===== config.mk =====
export PLATFORM = sky130hd
export DESIGN_NAME = windowed_pi_pressure_regulator_flat
export DESIGN_NICKNAME = d
export VERILOG_FILES = /design/src/rtl/core/wpr_pkg.sv /design/src/rtl/core/wpr_in_if.sv /design/src/rtl/core/wpr_out_if.sv /design/src/rtl/core/wpr_cfg_regs.sv /design/src/rtl/core/wpr_error_front.sv /design/src/rtl/core/wpr_error_window.sv /design/src/rtl/core/wpr_setpoint.sv /design/src/rtl/core/windowed_pi_pressure_regulator.sv /design/src/flat_wrapper.sv
export SDC_FILE = /design/constraint.sdc
export NUM_CORES = 2
export LEC_CHECK = 0
export BUFFER_PORTS_ARGS = -buffer_cell sky130_fd_sc_hd__buf_2
export CORE_ASPECT_RATIO = 2
export CORE_MARGIN = 2
export CORE_UTILIZATION = 35
export DETAILED_ROUTE_END_ITERATION = 8
export GPL_ROUTABILITY_DRIVEN = 0
export GPL_TIMING_DRIVEN = 0
export SLEW_MARGIN = 30
export SYNTH_ARGS = -nofsm -noshare
export SYNTH_HDL_FRONTEND = slang
export SYNTH_SLANG_ARGS = --single-unit

===== constraint.sdc =====
create_clock -name clk -period 26.5 [get_ports clk]
set_input_delay 0 -clock clk [delete_from_list [all_inputs] [get_ports clk]]
set_output_delay 0 -clock clk [all_outputs]
set_load 0.02 [all_outputs]

===== src/rtl/core/wpr_pkg.sv =====
// Shared widths, constants, register indexes and bundle types for the
// windowed PI pressure regulator. No dependencies.
package wpr_pkg;

	localparam int MEAS_W    = 40;  // pressure, 2^-40 torr per LSB
	localparam int ERR_W     = 41;  // signed pressure error
	localparam int GAIN_W    = 10;  // integer gains
	localparam int P_W       = 51;  // signed Kp * error
	localparam int SP_W      = 46;  // setpoint, 0..50 in 2^-40 units
	localparam int ADJ_OUT_W = 47;  // reported adjustment, saturated to +-50
	localparam int M100_W    = 47;  // |error| * 100

	// 0.01 and 50.0 in 2^-40 units
	localparam longint THRESH = 64'sd10995116278;
	localparam longint SP_MAX = 64'sd54975581388800;

	// Configuration port
	localparam int APB_DW = 64;
	localparam int APB_AW = 5;
	localparam int IDX_W  = 2;

	localparam logic [IDX_W-1:0] REG_TARGET = 2'd0;
	localparam logic [IDX_W-1:0] REG_KP     = 2'd1;
	localparam logic [IDX_W-1:0] REG_KI     = 2'd2;

	localparam logic [MEAS_W-1:0] TARGET_RST = 40'd1099511628;
	localparam logic [GAIN_W-1:0] KP_RST     = 10'd600;
	localparam logic [GAIN_W-1:0] KI_RST     = 10'd500;

	typedef struct packed {
		logic [MEAS_W-1:0] target;
		logic [GAIN_W-1:0] kp;
		logic [GAIN_W-1:0] ki;
	} wpr_cfg_t;

	typedef struct packed {
		logic signed [ERR_W-1:0] err;
		logic signed [P_W-1:0]   p;
		logic                    deadband;  // |err|*100 < target
		logic                    small_p;   // |P| < 0.01
	} wpr_front_t;

	typedef struct packed {
		logic commit;   // item leaves the input register this cycle
		logic active;   // valid sample outside the deadband
		logic small_p;  // proportional term small enough for integral mode
	} wpr_step_t;

endpackage


===== src/rtl/core/wpr_in_if.sv =====
// Request channel carrying one pressure sample.
// Depends on wpr_pkg for field widths.
interface wpr_in_if import wpr_pkg::*; ();
	logic              valid;
	logic              ready;
	logic [MEAS_W-1:0] sensed_pressure;
	logic              sample_ok;

	modport source(output valid, sensed_pressure, sample_ok, input ready);
	modport sink(input valid, sensed_pressure, sample_ok, output ready);
endinterface


===== src/rtl/core/wpr_out_if.sv =====
// Result channel carrying the new setpoint, adjustment and mode flag.
// Depends on wpr_pkg for field widths.
interface wpr_out_if import wpr_pkg::*; ();
	logic                        valid;
	logic                        ready;
	logic [SP_W-1:0]             flow_setpoint;
	logic signed [ADJ_OUT_W-1:0] applied_adjustment;
	logic                        integral_engaged;

	modport source(output valid, flow_setpoint, applied_adjustment, integral_engaged,
		input ready);
	modport sink(input valid, flow_setpoint, applied_adjustment, integral_engaged,
		output ready);
endinterface


===== src/rtl/core/wpr_cfg_regs.sv =====
// APB-style configuration registers: target pressure and the two gains.
// Depends on wpr_pkg.
module wpr_cfg_regs import wpr_pkg::*; (
	input  logic              clk,
	input  logic              arst_n,
	input  logic              psel,
	input  logic              penable,
	input  logic              pwrite,
	input  logic [APB_AW-1:0] paddr,
	input  logic [APB_DW-1:0] pwdata,
	output logic [APB_DW-1:0] prdata,
	output logic              pready,
	output wpr_cfg_t          cfg
);

	wpr_cfg_t         cfg_q;
	logic             wr_en;
	logic [IDX_W-1:0] idx;

	assign pready = 1'b1;
	assign wr_en  = psel && penable && pwrite;
	assign idx    = paddr[APB_AW-1:APB_AW-IDX_W];
	assign cfg    = cfg_q;

	always_ff @(posedge clk or negedge arst_n) begin
		if (!arst_n) begin
			cfg_q.target <= TARGET_RST;
			cfg_q.kp     <= KP_RST;
			cfg_q.ki     <= KI_RST;
		end else if (wr_en) begin
			unique case (idx)
				REG_TARGET: cfg_q.target <= pwdata[MEAS_W-1:0];
				REG_KP:     cfg_q.kp     <= pwdata[GAIN_W-1:0];
				REG_KI:     cfg_q.ki     <= pwdata[GAIN_W-1:0];
				default: ;
			endcase
		end
	end

	always_comb begin
		unique case (idx)
			REG_TARGET: prdata = APB_DW'(cfg_q.target);
			REG_KP:     prdata = APB_DW'(cfg_q.kp);
			REG_KI:     prdata = APB_DW'(cfg_q.ki);
			default:    prdata = '0;
		endcase
	end

endmodule


===== src/rtl/core/wpr_error_front.sv =====
// Error, deadband test and proportional term for one sample.
// Depends on wpr_pkg.
module wpr_error_front import wpr_pkg::*; (
	input  logic [MEAS_W-1:0] meas,
	input  wpr_cfg_t          cfg,
	output wpr_front_t        front
);

	logic signed [ERR_W-1:0] err;
	logic signed [ERR_W-1:0] neg_err;
	logic [MEAS_W-1:0]       abs_err;
	logic [M100_W-1:0]       err_x100;
	logic signed [P_W-1:0]   p;

	assign err     = $signed({1'b0, cfg.target}) - $signed({1'b0, meas});
	assign neg_err = -err;
	assign abs_err = err[ERR_W-1] ? neg_err[MEAS_W-1:0] : err[MEAS_W-1:0];

	// 100 = 64 + 32 + 4
	assign err_x100 = (M100_W'(abs_err) << 6) + (M100_W'(abs_err) << 5)
		+ (M100_W'(abs_err) << 2);

	assign p = $signed({1'b0, cfg.kp}) * err;

	assign front.err      = err;
	assign front.p        = p;
	assign front.deadband = err_x100 < M100_W'(cfg.target);
	assign front.small_p  = (p < P_W'(THRESH)) && (p > -P_W'(THRESH));

endmodule


===== src/rtl/core/wpr_error_window.sv =====
// Moving window of recent errors with running sum, fill count and mode flag.
// Depends on wpr_pkg.
module wpr_error_window import wpr_pkg::*; #(
	parameter int WINDOW_LEN = 10,
	parameter int SUM_W      = ERR_W + $clog2(WINDOW_LEN)
) (
	input  logic                    clk,
	input  logic                    arst_n,
	input  wpr_step_t               step,
	input  logic signed [ERR_W-1:0] err,
	output logic signed [SUM_W-1:0] new_sum,
	output logic                    full,
	output logic                    mode
);

	localparam int POS_W  = $clog2(WINDOW_LEN);
	localparam int FILL_W = $clog2(WINDOW_LEN + 1);

	logic signed [ERR_W-1:0] ring_q [WINDOW_LEN];
	logic [WINDOW_LEN-1:0]   valid_q;
	logic signed [SUM_W-1:0] sum_q;
	logic [FILL_W-1:0]       fill_q;
	logic [FILL_W-1:0]       fill_new;
	logic [POS_W-1:0]        pos_q;
	logic                    mode_q;
	logic signed [ERR_W-1:0] old_err;
	logic                    push;
	logic                    leave;

	// The window is kept clear whenever integral mode is off, so entering
	// the mode needs no extra clear.
	assign push  = step.commit && step.active && step.small_p;
	assign leave = step.commit && step.active && !step.small_p && mode_q;

	assign old_err  = valid_q[pos_q] ? ring_q[pos_q] : '0;
	assign new_sum  = sum_q - SUM_W'(old_err) + SUM_W'(err);
	assign fill_new = (fill_q == FILL_W'(WINDOW_LEN)) ? fill_q : fill_q + 1'b1;
	assign full     = fill_new == FILL_W'(WINDOW_LEN);
	assign mode     = mode_q;

	always_ff @(posedge clk) begin
		if (push) begin
			ring_q[pos_q] <= err;
		end
	end

	always_ff @(posedge clk or negedge arst_n) begin
		if (!arst_n) begin
			valid_q <= '0;
			sum_q   <= '0;
			fill_q  <= '0;
			pos_q   <= '0;
			mode_q  <= 1'b0;
		end else if (push) begin
			valid_q[pos_q] <= 1'b1;
			sum_q          <= new_sum;
			fill_q         <= fill_new;
			pos_q          <= (pos_q == POS_W'(WINDOW_LEN - 1)) ? '0 : pos_q + 1'b1;
			mode_q         <= 1'b1;
		end else if (leave) begin
			valid_q <= '0;
			sum_q   <= '0;
			fill_q  <= '0;
			mode_q  <= 1'b0;
		end
	end

endmodule


===== src/rtl/core/wpr_setpoint.sv =====
// Integral term, adjustment deadzone, setpoint register and clamping.
// Depends on wpr_pkg.
module wpr_setpoint import wpr_pkg::*; #(
	parameter int SUM_W = 45
) (
	input  logic                        clk,
	input  logic                        arst_n,
	input  wpr_step_t                   step,
	input  logic signed [P_W-1:0]       p,
	input  logic signed [SUM_W-1:0]     window_sum,
	input  logic                        use_integ,
	input  logic [GAIN_W-1:0]           ki,
	output logic [SP_W-1:0]             setpoint,
	output logic signed [ADJ_OUT_W-1:0] adjustment
);

	localparam int INT_W = SUM_W + GAIN_W;
	localparam int ADJ_W = ((INT_W > P_W) ? INT_W : P_W) + 1;
	localparam int NS_W  = ADJ_W + 1;

	logic [SP_W-1:0]         sp_q;
	logic [SP_W-1:0]         sp_next;
	logic signed [INT_W-1:0] integ;
	logic signed [ADJ_W-1:0] adj_raw;
	logic signed [ADJ_W-1:0] adj;
	logic signed [NS_W-1:0]  ns;
	logic signed [ADJ_OUT_W-1:0] adj_sat;

	assign integ   = $signed({1'b0, ki}) * window_sum;
	assign adj_raw = ADJ_W'(p) + (use_integ ? ADJ_W'(integ) : '0);
	// drop adjustments below 0.01
	assign adj = ((adj_raw < ADJ_W'(THRESH)) && (adj_raw > -ADJ_W'(THRESH)))
		? '0 : adj_raw;
	assign ns  = $signed(NS_W'({1'b0, sp_q})) + NS_W'(adj);

	always_comb begin
		if (ns < 0) begin
			sp_next = '0;
		end else if (ns > NS_W'(SP_MAX)) begin
			sp_next = SP_W'(SP_MAX);
		end else begin
			sp_next = ns[SP_W-1:0];
		end
		if (adj > ADJ_W'(SP_MAX)) begin
			adj_sat = ADJ_OUT_W'(SP_MAX);
		end else if (adj < -ADJ_W'(SP_MAX)) begin
			adj_sat = -ADJ_OUT_W'(SP_MAX);
		end else begin
			adj_sat = adj[ADJ_OUT_W-1:0];
		end
	end

	assign setpoint   = step.active ? sp_next : sp_q;
	assign adjustment = step.active ? adj_sat : '0;

	always_ff @(posedge clk or negedge arst_n) begin
		if (!arst_n) begin
			sp_q <= '0;
		end else if (step.commit && step.active) begin
			sp_q <= sp_next;
		end
	end

endmodule


===== src/rtl/core/windowed_pi_pressure_regulator.sv =====
// Top level of the windowed PI pressure regulator.
// Depends on wpr_pkg, wpr_in_if, wpr_out_if and the wpr_* submodules.
//
// Usage:
//   sample  - request channel, one measured pressure per request plus a
//             sensor-ok flag. A request is taken when valid and ready are high.
//   result  - one result per request: new flow setpoint (0..50, 2^-40 units),
//             the adjustment applied, and whether integral mode is engaged.
//   APB     - target pressure at 0x00, Kp at 0x08, Ki at 0x10 (64-bit data).
//             Write only while no request is in flight.
// Timing:
//   A request sits in the input register while the error, P term, window update,
//   I term and clamp are evaluated combinationally; the result is registered as
//   the request leaves that register. One request per cycle is sustained while
//   results are taken; the path is set by the Kp and Ki multipliers.
// Reset:
//   arst_n clears setpoint, window, mode and channel registers; restores defaults.
// Stall:
//   With the result held, the next request still enters the empty input
//   register; further requests wait until the result is taken.
module windowed_pi_pressure_regulator import wpr_pkg::*; #(
	parameter int WINDOW_LEN = 10
) (
	input  logic              clk,
	input  logic              arst_n,
	wpr_in_if.sink            sample,
	wpr_out_if.source         result,
	input  logic              psel,
	input  logic              penable,
	input  logic              pwrite,
	input  logic [APB_AW-1:0] paddr,
	input  logic [APB_DW-1:0] pwdata,
	output logic [APB_DW-1:0] prdata,
	output logic              pready
);

	localparam int SUM_W = ERR_W + $clog2(WINDOW_LEN);

	// input register
	logic              valid_s1;
	logic [MEAS_W-1:0] meas_s1;
	logic              ok_s1;

	// result register
	logic                        out_valid_q;
	logic [SP_W-1:0]             flow_q;
	logic signed [ADJ_OUT_W-1:0] adj_q;
	logic                        eng_q;

	wpr_cfg_t                cfg;
	wpr_front_t              front;
	wpr_step_t               step;
	logic                    advance;
	logic signed [SUM_W-1:0] new_sum;
	logic                    win_full;
	logic                    mode;
	logic [SP_W-1:0]         sp_res;
	logic signed [ADJ_OUT_W-1:0] adj_res;
	logic                    eng_res;

	wpr_cfg_regs u_cfg (
		.clk     (clk),
		.arst_n  (arst_n),
		.psel    (psel),
		.penable (penable),
		.pwrite  (pwrite),
		.paddr   (paddr),
		.pwdata  (pwdata),
		.prdata  (prdata),
		.pready  (pready),
		.cfg     (cfg)
	);

	// Advance the input register whenever the result register is free or
	// being drained this cycle.
	assign advance      = !out_valid_q || result.ready;
	assign sample.ready = !valid_s1 || advance;

	assign step.commit  = valid_s1 && advance;
	assign step.active  = ok_s1 && !front.deadband;
	assign step.small_p = front.small_p;

	wpr_error_front u_front (
		.meas  (meas_s1),
		.cfg   (cfg),
		.front (front)
	);

	wpr_error_window #(
		.WINDOW_LEN (WINDOW_LEN),
		.SUM_W      (SUM_W)
	) u_window (
		.clk     (clk),
		.arst_n  (arst_n),
		.step    (step),
		.err     (front.err),
		.new_sum (new_sum),
		.full    (win_full),
		.mode    (mode)
	);

	wpr_setpoint #(
		.SUM_W (SUM_W)
	) u_setpoint (
		.clk        (clk),
		.arst_n     (arst_n),
		.step       (step),
		.p          (front.p),
		.window_sum (new_sum),
		.use_integ  (front.small_p && win_full),
		.ki         (cfg.ki),
		.setpoint   (sp_res),
		.adjustment (adj_res)
	);

	// Skipped samples report the mode unchanged.
	assign eng_res = step.active ? front.small_p : mode;

	// Hold payload; no reset needed.
	always_ff @(posedge clk) begin
		if (sample.valid && sample.ready) begin
			meas_s1 <= sample.sensed_pressure;
			ok_s1   <= sample.sample_ok;
		end
		if (step.commit) begin
			flow_q <= sp_res;
			adj_q  <= adj_res;
			eng_q  <= eng_res;
		end
	end

	always_ff @(posedge clk or negedge arst_n) begin
		if (!arst_n) begin
			valid_s1    <= 1'b0;
			out_valid_q <= 1'b0;
		end else begin
			if (sample.valid && sample.ready) begin
				valid_s1 <= 1'b1;
			end else if (step.commit) begin
				valid_s1 <= 1'b0;
			end
			if (step.commit) begin
				out_valid_q <= 1'b1;
			end else if (result.ready) begin
				out_valid_q <= 1'b0;
			end
		end
	end

	assign result.valid              = out_valid_q;
	assign result.flow_setpoint      = flow_q;
	assign result.applied_adjustment = adj_q;
	assign result.integral_engaged   = eng_q;

`ifndef SYNTHESIS
	a_commit_gives_result: assert property (@(posedge clk) disable iff (!arst_n)
		step.commit |=> out_valid_q)
		else $error("request left input stage without producing a result");

	a_setpoint_in_range: assert property (@(posedge clk) disable iff (!arst_n)
		out_valid_q |-> (flow_q <= SP_W'(SP_MAX)))
		else $error("flow setpoint above upper clamp");

	a_skip_no_adjust: assert property (@(posedge clk) disable iff (!arst_n)
		(step.commit && !step.active) |=> (adj_q == '0))
		else $error("nonzero adjustment on skipped sample");

	a_skip_keeps_mode: assert property (@(posedge clk) disable iff (!arst_n)
		(step.commit && !step.active) |=> (eng_q == $past(mode)))
		else $error("skipped sample changed integral mode");
`endif

endmodule


===== src/flat_wrapper.sv =====
// flat-port wrapper written by rule: the top's interface ports become plain ports
module windowed_pi_pressure_regulator_flat import wpr_pkg::*;
#(
	parameter int WINDOW_LEN = 10
)
  (clk, arst_n, psel, penable, pwrite, paddr, pwdata, prdata, pready, sample_valid, sample_sensed_pressure, sample_sample_ok, sample_ready, result_valid, result_flow_setpoint, result_applied_adjustment, result_integral_engaged, result_ready);
  wpr_in_if sample_i ();
  wpr_out_if result_i ();
  input  logic clk;
  input  logic arst_n;
  input  logic psel;
  input  logic penable;
  input  logic pwrite;
  input  logic [APB_AW-1:0] paddr;
  input  logic [APB_DW-1:0] pwdata;
  output logic [APB_DW-1:0] prdata;
  output logic pready;
  input wire logic [$bits(sample_i.valid)-1:0] sample_valid;
  input wire logic [$bits(sample_i.sensed_pressure)-1:0] sample_sensed_pressure;
  input wire logic [$bits(sample_i.sample_ok)-1:0] sample_sample_ok;
  output wire logic [$bits(sample_i.ready)-1:0] sample_ready;
  output wire logic [$bits(result_i.valid)-1:0] result_valid;
  output wire logic [$bits(result_i.flow_setpoint)-1:0] result_flow_setpoint;
  output wire logic [$bits(result_i.applied_adjustment)-1:0] result_applied_adjustment;
  output wire logic [$bits(result_i.integral_engaged)-1:0] result_integral_engaged;
  input wire logic [$bits(result_i.ready)-1:0] result_ready;
  assign sample_i.valid = sample_valid;
  assign sample_i.sensed_pressure = sample_sensed_pressure;
  assign sample_i.sample_ok = sample_sample_ok;
  assign sample_ready = sample_i.ready;
  assign result_valid = result_i.valid;
  assign result_flow_setpoint = result_i.flow_setpoint;
  assign result_applied_adjustment = result_i.applied_adjustment;
  assign result_integral_engaged = result_i.integral_engaged;
  assign result_i.ready = result_ready;
  windowed_pi_pressure_regulator #(.WINDOW_LEN(WINDOW_LEN)) u_core (.clk(clk), .arst_n(arst_n), .sample(sample_i), .result(result_i), .psel(psel), .penable(penable), .pwrite(pwrite), .paddr(paddr), .pwdata(pwdata), .prdata(prdata), .pready(pready));
endmodule

# Word-level counts from Yosys, hierarchy flattened
# Memories as Yosys holds them, arrays and structs flattened.
# Cells that the tools add are included.
totals:
  regBits: 307
  mem_bits_rw: 410
  out_inout_bits: 161
  wordCells: 108
  n_memories: 1
mem_list:
  columns: ["name", "depth", "word_bits", "read_ports", "rd_ports_with_merged_regs", "write_ports", "line_no", "rtl"]
  rows:
  - ["u_core.u_window.ring_q", 10, 41, 1, 0, 1, "wpr_error_window.sv:19", "logic signed [ERR_W-1:0] ring_q [WINDOW_LEN];"]
classes:
  n_addsub: 10
  multipliers: 2
  order_cmp: 11
  n_eq_ne: 5
  mux: 31
  n_bitwise: 2
  reduce_logical: 28
op_table:
  columns: ["cell", "n"]
  rows:
  - ["2-to-1 mux 46 bit", 4]
  - ["case mux 40 bit (3 select lines)", 1]
  - ["2-to-1 mux 56 bit", 2]
  - ["2-to-1 mux 45 bit", 2]
  - ["adder 47 x 56 -> 57 bit", 1]
  - ["greater-than comparator 57 x 47 -> 1 bit, second input constant", 1]
  - ["less-than comparator 57 x 1 -> 1 bit, second input constant", 1]
  - ["adder 56 bit", 1]
  - ["greater-than comparator 56 x 35 -> 1 bit, second input constant", 1]
  - ["greater-than comparator 56 x 47 -> 1 bit, second input constant", 1]
  - ["less-than comparator 56 x 35 -> 1 bit, second input constant", 1]
  - ["less-than comparator 56 x 47 -> 1 bit, second input constant", 1]
  - ["multiplier 11 x 45 -> 55 bit", 1]
  - ["greater-than comparator 51 x 35 -> 1 bit, second input constant", 1]
  - ["less-than comparator 51 x 35 -> 1 bit, second input constant", 1]
  - ["multiplier 11 x 41 -> 51 bit", 1]
  - ["adder 46 x 45 -> 47 bit", 1]
  - ["adder 47 x 42 -> 47 bit", 1]
  - ["less-than comparator 47 x 40 -> 1 bit", 1]
  - ["2-to-1 mux 47 bit", 1]
  - ["adder 45 x 41 -> 45 bit", 1]
  - ["subtractor 45 x 41 -> 45 bit", 1]
  - ["2-to-1 mux 41 bit", 1]
  - ["subtractor 40 x 40 -> 41 bit", 1]
  - ["other kinds (23)", 60]

# Depth between registers and ports, before layout
depth:
  word_depth: 16
  mapped_depth: 100
  mapped_depth_nobuf: 94

# Modules after synthesis
# A second synthesis with hierarchy kept.
unflattened:
  cells_unflattened: 8179
  hier_area_um2: 78387.7
modules_own_cells:
  columns: ["mod", "instances", "cells_per_inst", "area_each_um2"]
  rows:
  - ["wpr_setpoint", 1, 3560, 27147.3]
  - ["wpr_error_window", 1, 1501, 22455.3]
  - ["wpr_error_front", 1, 2747, 21683.3]
  - ["windowed_pi_pressure_regulator", 1, 146, 4177.8]
  - ["wpr_cfg_regs", 1, 225, 2924.1]

# Least setup slack after synthesis
# Ideal clock, no wire load.
synth_path:
  kind: "reg-to-reg"
  startpoint: "register u_core.u_cfg.cfg_q (netlist bit u_core.u_cfg.cfg[28])"
  endpoint: "register u_core.flow_q[10] (netlist: u_core.result.flow_setpoint[10]), data pin"
  setup_time_ns: 0.272
  t_arrival_ns: 21.203
  required_ns: 26.228
  path_slack_ns: 5.025
  stages_incl_launch_ff: 88
  path_buffers: 9
  synth_period_minus_slack_ns: 21.475
  cell_sequence: "dfstp_2 -> ha_1 -> a21o_1 -> a21oi_1 -> o21bai_1 -> a21o_1 -> a21o_1 -> nor3_1 -> a21oi_1 -> o21ai_0 -> a211oi_1 -> nor4b_1 -> o311ai_0 -> a31oi_1 -> o21ai_0 -> o41ai_1 -> o21ba_2 -> inv_1 -> [... 52 more ...] -> nor4_1 -> o21a_1 -> or2_2 -> a211oi_1 -> a211o_1 -> a21oi_1 -> o32a_1 -> a21oi_1 -> o21ai_0 -> a21oi_1 -> or3_1 -> nor4_1 -> a311oi_1 -> nor4b_2 -> nand4_2 -> buf_6 -> buf_6 -> o31ai_2"
synth_lines:
  columns: ["item", "line_no", "rtl"]
  rows:
  - ["from (decl)", "wpr_cfg_regs.sv:16", "wpr_cfg_t cfg_q;"]
  - ["to (signal assigned)", "windowed_pi_pressure_regulator.sv:126", "flow_q <= sp_res;"]
  - ["to (decl)", "windowed_pi_pressure_regulator.sv:46", "logic [SP_W-1:0] flow_q;"]

==> flow_metrics.py <==
metrics = {
    "worst_setup_path": {
        "critPathKind": "reg -> reg",
        "critical_path_arrival_ns": 25.69,
        "cp-end-kind": "flip-flop",
        "cp.required_ns": 26.97,
        "slowest_stage": "buf_2",
        "worstSetupStartpointType": "flip-flop",
        "cp_slowest_stage_delay_ns": 0.67,
        "critPathMaxFanout": 20,
    },
    "routing": {
        "wl_per_cell_um": 22.89,
        "final_antenna_net_count": 0,
        "drc": 0,
        "drt_iter0_markers": 3531,
        "dr.pass1.iters": 6,
        "viasPerCell": 5.313,
        "routed_wl_mm": 245.9,
        "via_count": 57077,
    },
    "timing": {
        "setup_violations": 0,
        "fin_skew_ns": 0.05589,
        "max_freq_ghz": 0.03964,
        "relSlewSlack_pct": 29.00,
        "setup_ws_ns": 1.274,
        "period_needed_ns": 25.23,
        "fin_crit_sh_pct": 95.19,
        "tightestPinTransition_ns": 1.065,
        "final-max-slew-violation-count": 0,
        "hold_viol": 0,
    },
    "logic_synthesis": {
        "synth_top_area_share_pct": 22.17,
        "synthTopCellsByCount": "inv_1 (1033), nand2_1 (840), fa_1 (800), edfxtp_1 (545), ha_1 (495)",
        "ys_warn_count": 0,
        "ys_types": 104,
        "yosys-mux-area-fraction_pct": 4.518,
        "synthAdderAreaFrac_pct": 30.11,
        "synth-simple-area-share_pct": 14.33,
        "syn_area_sq_mm": 0.07383,
        "synth_edf_count": 545,
        "synthArstFlopShare_pct": 23.99,
        "yosys_register_bits": 717,
        "synthXorXnorAreaFrac_pct": 3.950,
        "ys.flop_type": "edfxtp_1",
        "avgSynthCellArea_sq_um": 9.978,
        "synth_compound_area_share_pct": 11.67,
        "synth_top_family_by_area": "adder cells",
        "ys_seq_area_share_pct": 28.03,
        "synth.most_common_cell": "inv_1",
        "ys_top_cells_by_area": "edfxtp_1 (22%), fa_1 (22%), ha_1 (8.4%)",
        "yosys.area.top_type": "edfxtp_1",
        "synthCells": 7400,
    },
    "grt": {
        "grt_pass1_wl_mm": 370.2,
        "antenna_found_initial": 5,
        "grt_usage_pct": 22.92,
        "grt_max_degree": 73,
        "grt.overflow.total": 0,
        "grt_pass1_vias": 62172,
    },
    "cells_and_area": {
        "syn_to_final_growth_pct": 13.73,
        "nNetsFinal": 9331,
        "fin_area_sq_mm": 0.08397,
        "drive_above_1_share_pct": 10.72,
    },
    "die": {
        "core-area_sq_mm": 0.2099,
        "dieWidth_um": 328.8,
        "die_area_sq_mm": 0.2149,
        "rows": 238,
        "die_h_um": 653.5,
        "start_util_pct": 35.17,
        "num_io_pins": 278,
    },
    "clock_tree": {
        "htree_levels": 3,
        "cts_made_buffers": 68,
        "clk_path_buf_depth": 3,
        "clkLatencyLatePin_ns": 0.73,
        "root_buffer": "clkbuf_16",
        "numClockSinks": 717,
        "cts_tree": "yes",
        "clk_pin_slew_ns": 0.07,
    },
    "status": {
        "status": "complete, no violations",
    },
    "hold_path": {
        "hold_path.class": "in -> reg",
    },
    "placed_design": {
        "dpl_cell_area_sq_mm": 0.08019,
        "dp_slack_ns": -1.772,
        "hpwlAfterDp_mm": 202.4,
        "port_buffers": 223,
    },
    "job": {
        "max_cap_viol_count": 0,
    },
}
critical path: cells and delay by family, from the launching register on:
family | cells | cell delay, ns
AOI/OAI and AO/OA | 40 | 10.41
and+or+nand+nor | 24 | 5.84
adders and majority gates | 11 | 4.57
buffers and inverters | 11 | 2.42
xor gates and xnor gates | 4 | 1.25
DFF | 1 | 0.43
stage by stage:
stage / hold WS (ns) / instances / utilization [%] / TNS [ns]
final: 0.03439 / 10742 / 40.00 / 0
after floorplan: -0.2956 / 7423 / - / 0
after CTS: 0.0006619 / 10733 / 39.91 / 0
after detailed placement: -0.06991 / 10491 / 38.20 / -137.65
after global routing: 0.02672 / 10735 / 39.99 / -0.1333
after global placement: 0.1760 / 10406 / 37.39 / -305.43
area by class of cell:
cell class	count	area, sq um
diodes	8	20.02
well taps	2760	3453
clock inverters	44	601.8
flip-flops and latches	717	20700
clock buffers	81	1770
inverters	1033	3886
fillers	20381	126000
plain buffers	374	1647
multi-input cells	5298	48100
repair buffers	427	3791
logic make-up (layout without fill, tap and decap cells):
logic type | after synthesis | count (layout)
AND/OR/NAND/NOR | 2168 | 2168
AO/OA/AOI/OAI | 1255 | 1255
XOR/XNOR | 333 | 333
buffers and inverters | 1408 | 1959
adder cells (fa/ha/maj) | 1297 | 1297
flip-flops | 717 | 717
multiplexers | 220 | 220
other | 2 | 33
routing by layer:
metal,GRT usage [%],share of wire (%),up-vias
met5,0,0.0057,-
met4,20.08,11,2
met3,3.141,4.6,753
met2,42.42,52,1901
met1,21.88,33,28539
li1,-,-,25882
timing repair:
item / CTS / global route
hold buffers: 117 / 0
setup buffers: 0 / 1
resized for setup: 15 / 26
endpoints found under the hold margin: 316 / 0
setup endpoints to repair: 92 / 92
cloned: 0 / 0
sequential cells by signal (all words and copies together) (netlist names), 4 cells and up:
register                          flops
u_core.u_window.ring_q              410
u_core.u_cfg.cfg                     60
u_core.result.applied_adjustment     47
u_core.result.flow_setpoint          46
u_core.u_setpoint.sp_q               46
u_core.u_window.sum_q                45
u_core.meas_s1                       40
u_core.u_window.valid_q              10
u_core.u_window.fill_q                4
u_core.u_window.pos_q                 4
cells in the final DEF, fill, tap and decap left out, types with 40 or more instances in the layout:
cell type      synthesis  final
fa_1                 800    799
edfxtp_1             545    545
o31ai_2               40     40
clkbuf_1             305    264
mux2_2                66     66
xnor2_1              214    210
xor2_1               119    117
nand2_1              840    840
o21bai_1              46     46
dfrtp_1              149    149
a21oi_1              304    304
mux2i_1               70     70
inv_1               1033   1031
ha_1                 495    495
nor2_1               335    327
a21o_1               135    135
o31ai_1               66     66
buf_2                 13    255
dlygate4sd3_1          0    116
o21a_1                50     50
and2_1               402    401
nand2b_1              60     60
nand4_1               42     42
clkbuf_16              0     68
nand3_1               89     89
o211ai_1              57     57
nor2b_1               67     67
mux4_2                84     84
o21ai_0              231    227
nor3_1               117    108
buf_4                 25     51
clkbuf_2               2     53
a22o_1                50     50
and3_1                45     45
path summary, 6_finish.rpt:
kind	cells past startpoint	from	slack, ns	to
max	90	u_core.meas_s1[1]	1.27	u_core.result.flow_setpoint[2]
min	2	sample_sensed_pressure[32]	0.03	u_core.meas_s1[32]
max reg2reg	90	u_core.meas_s1[1]	1.27	u_core.result.flow_setpoint[2]
min reg2reg	1	u_core.u_window.valid_q[2]	0.50	u_core.u_window.valid_q[2]
max in group asynchronous	4	arst_n	25.56	u_core.u_window.sum_q[22]
min in group asynchronous	4	arst_n	0.49	u_core.u_setpoint.sp_q[45]
Power is left out: the tool's default activity adds up to more than one toggle a clock period on the data nets, which glitch-free logic cannot reach.
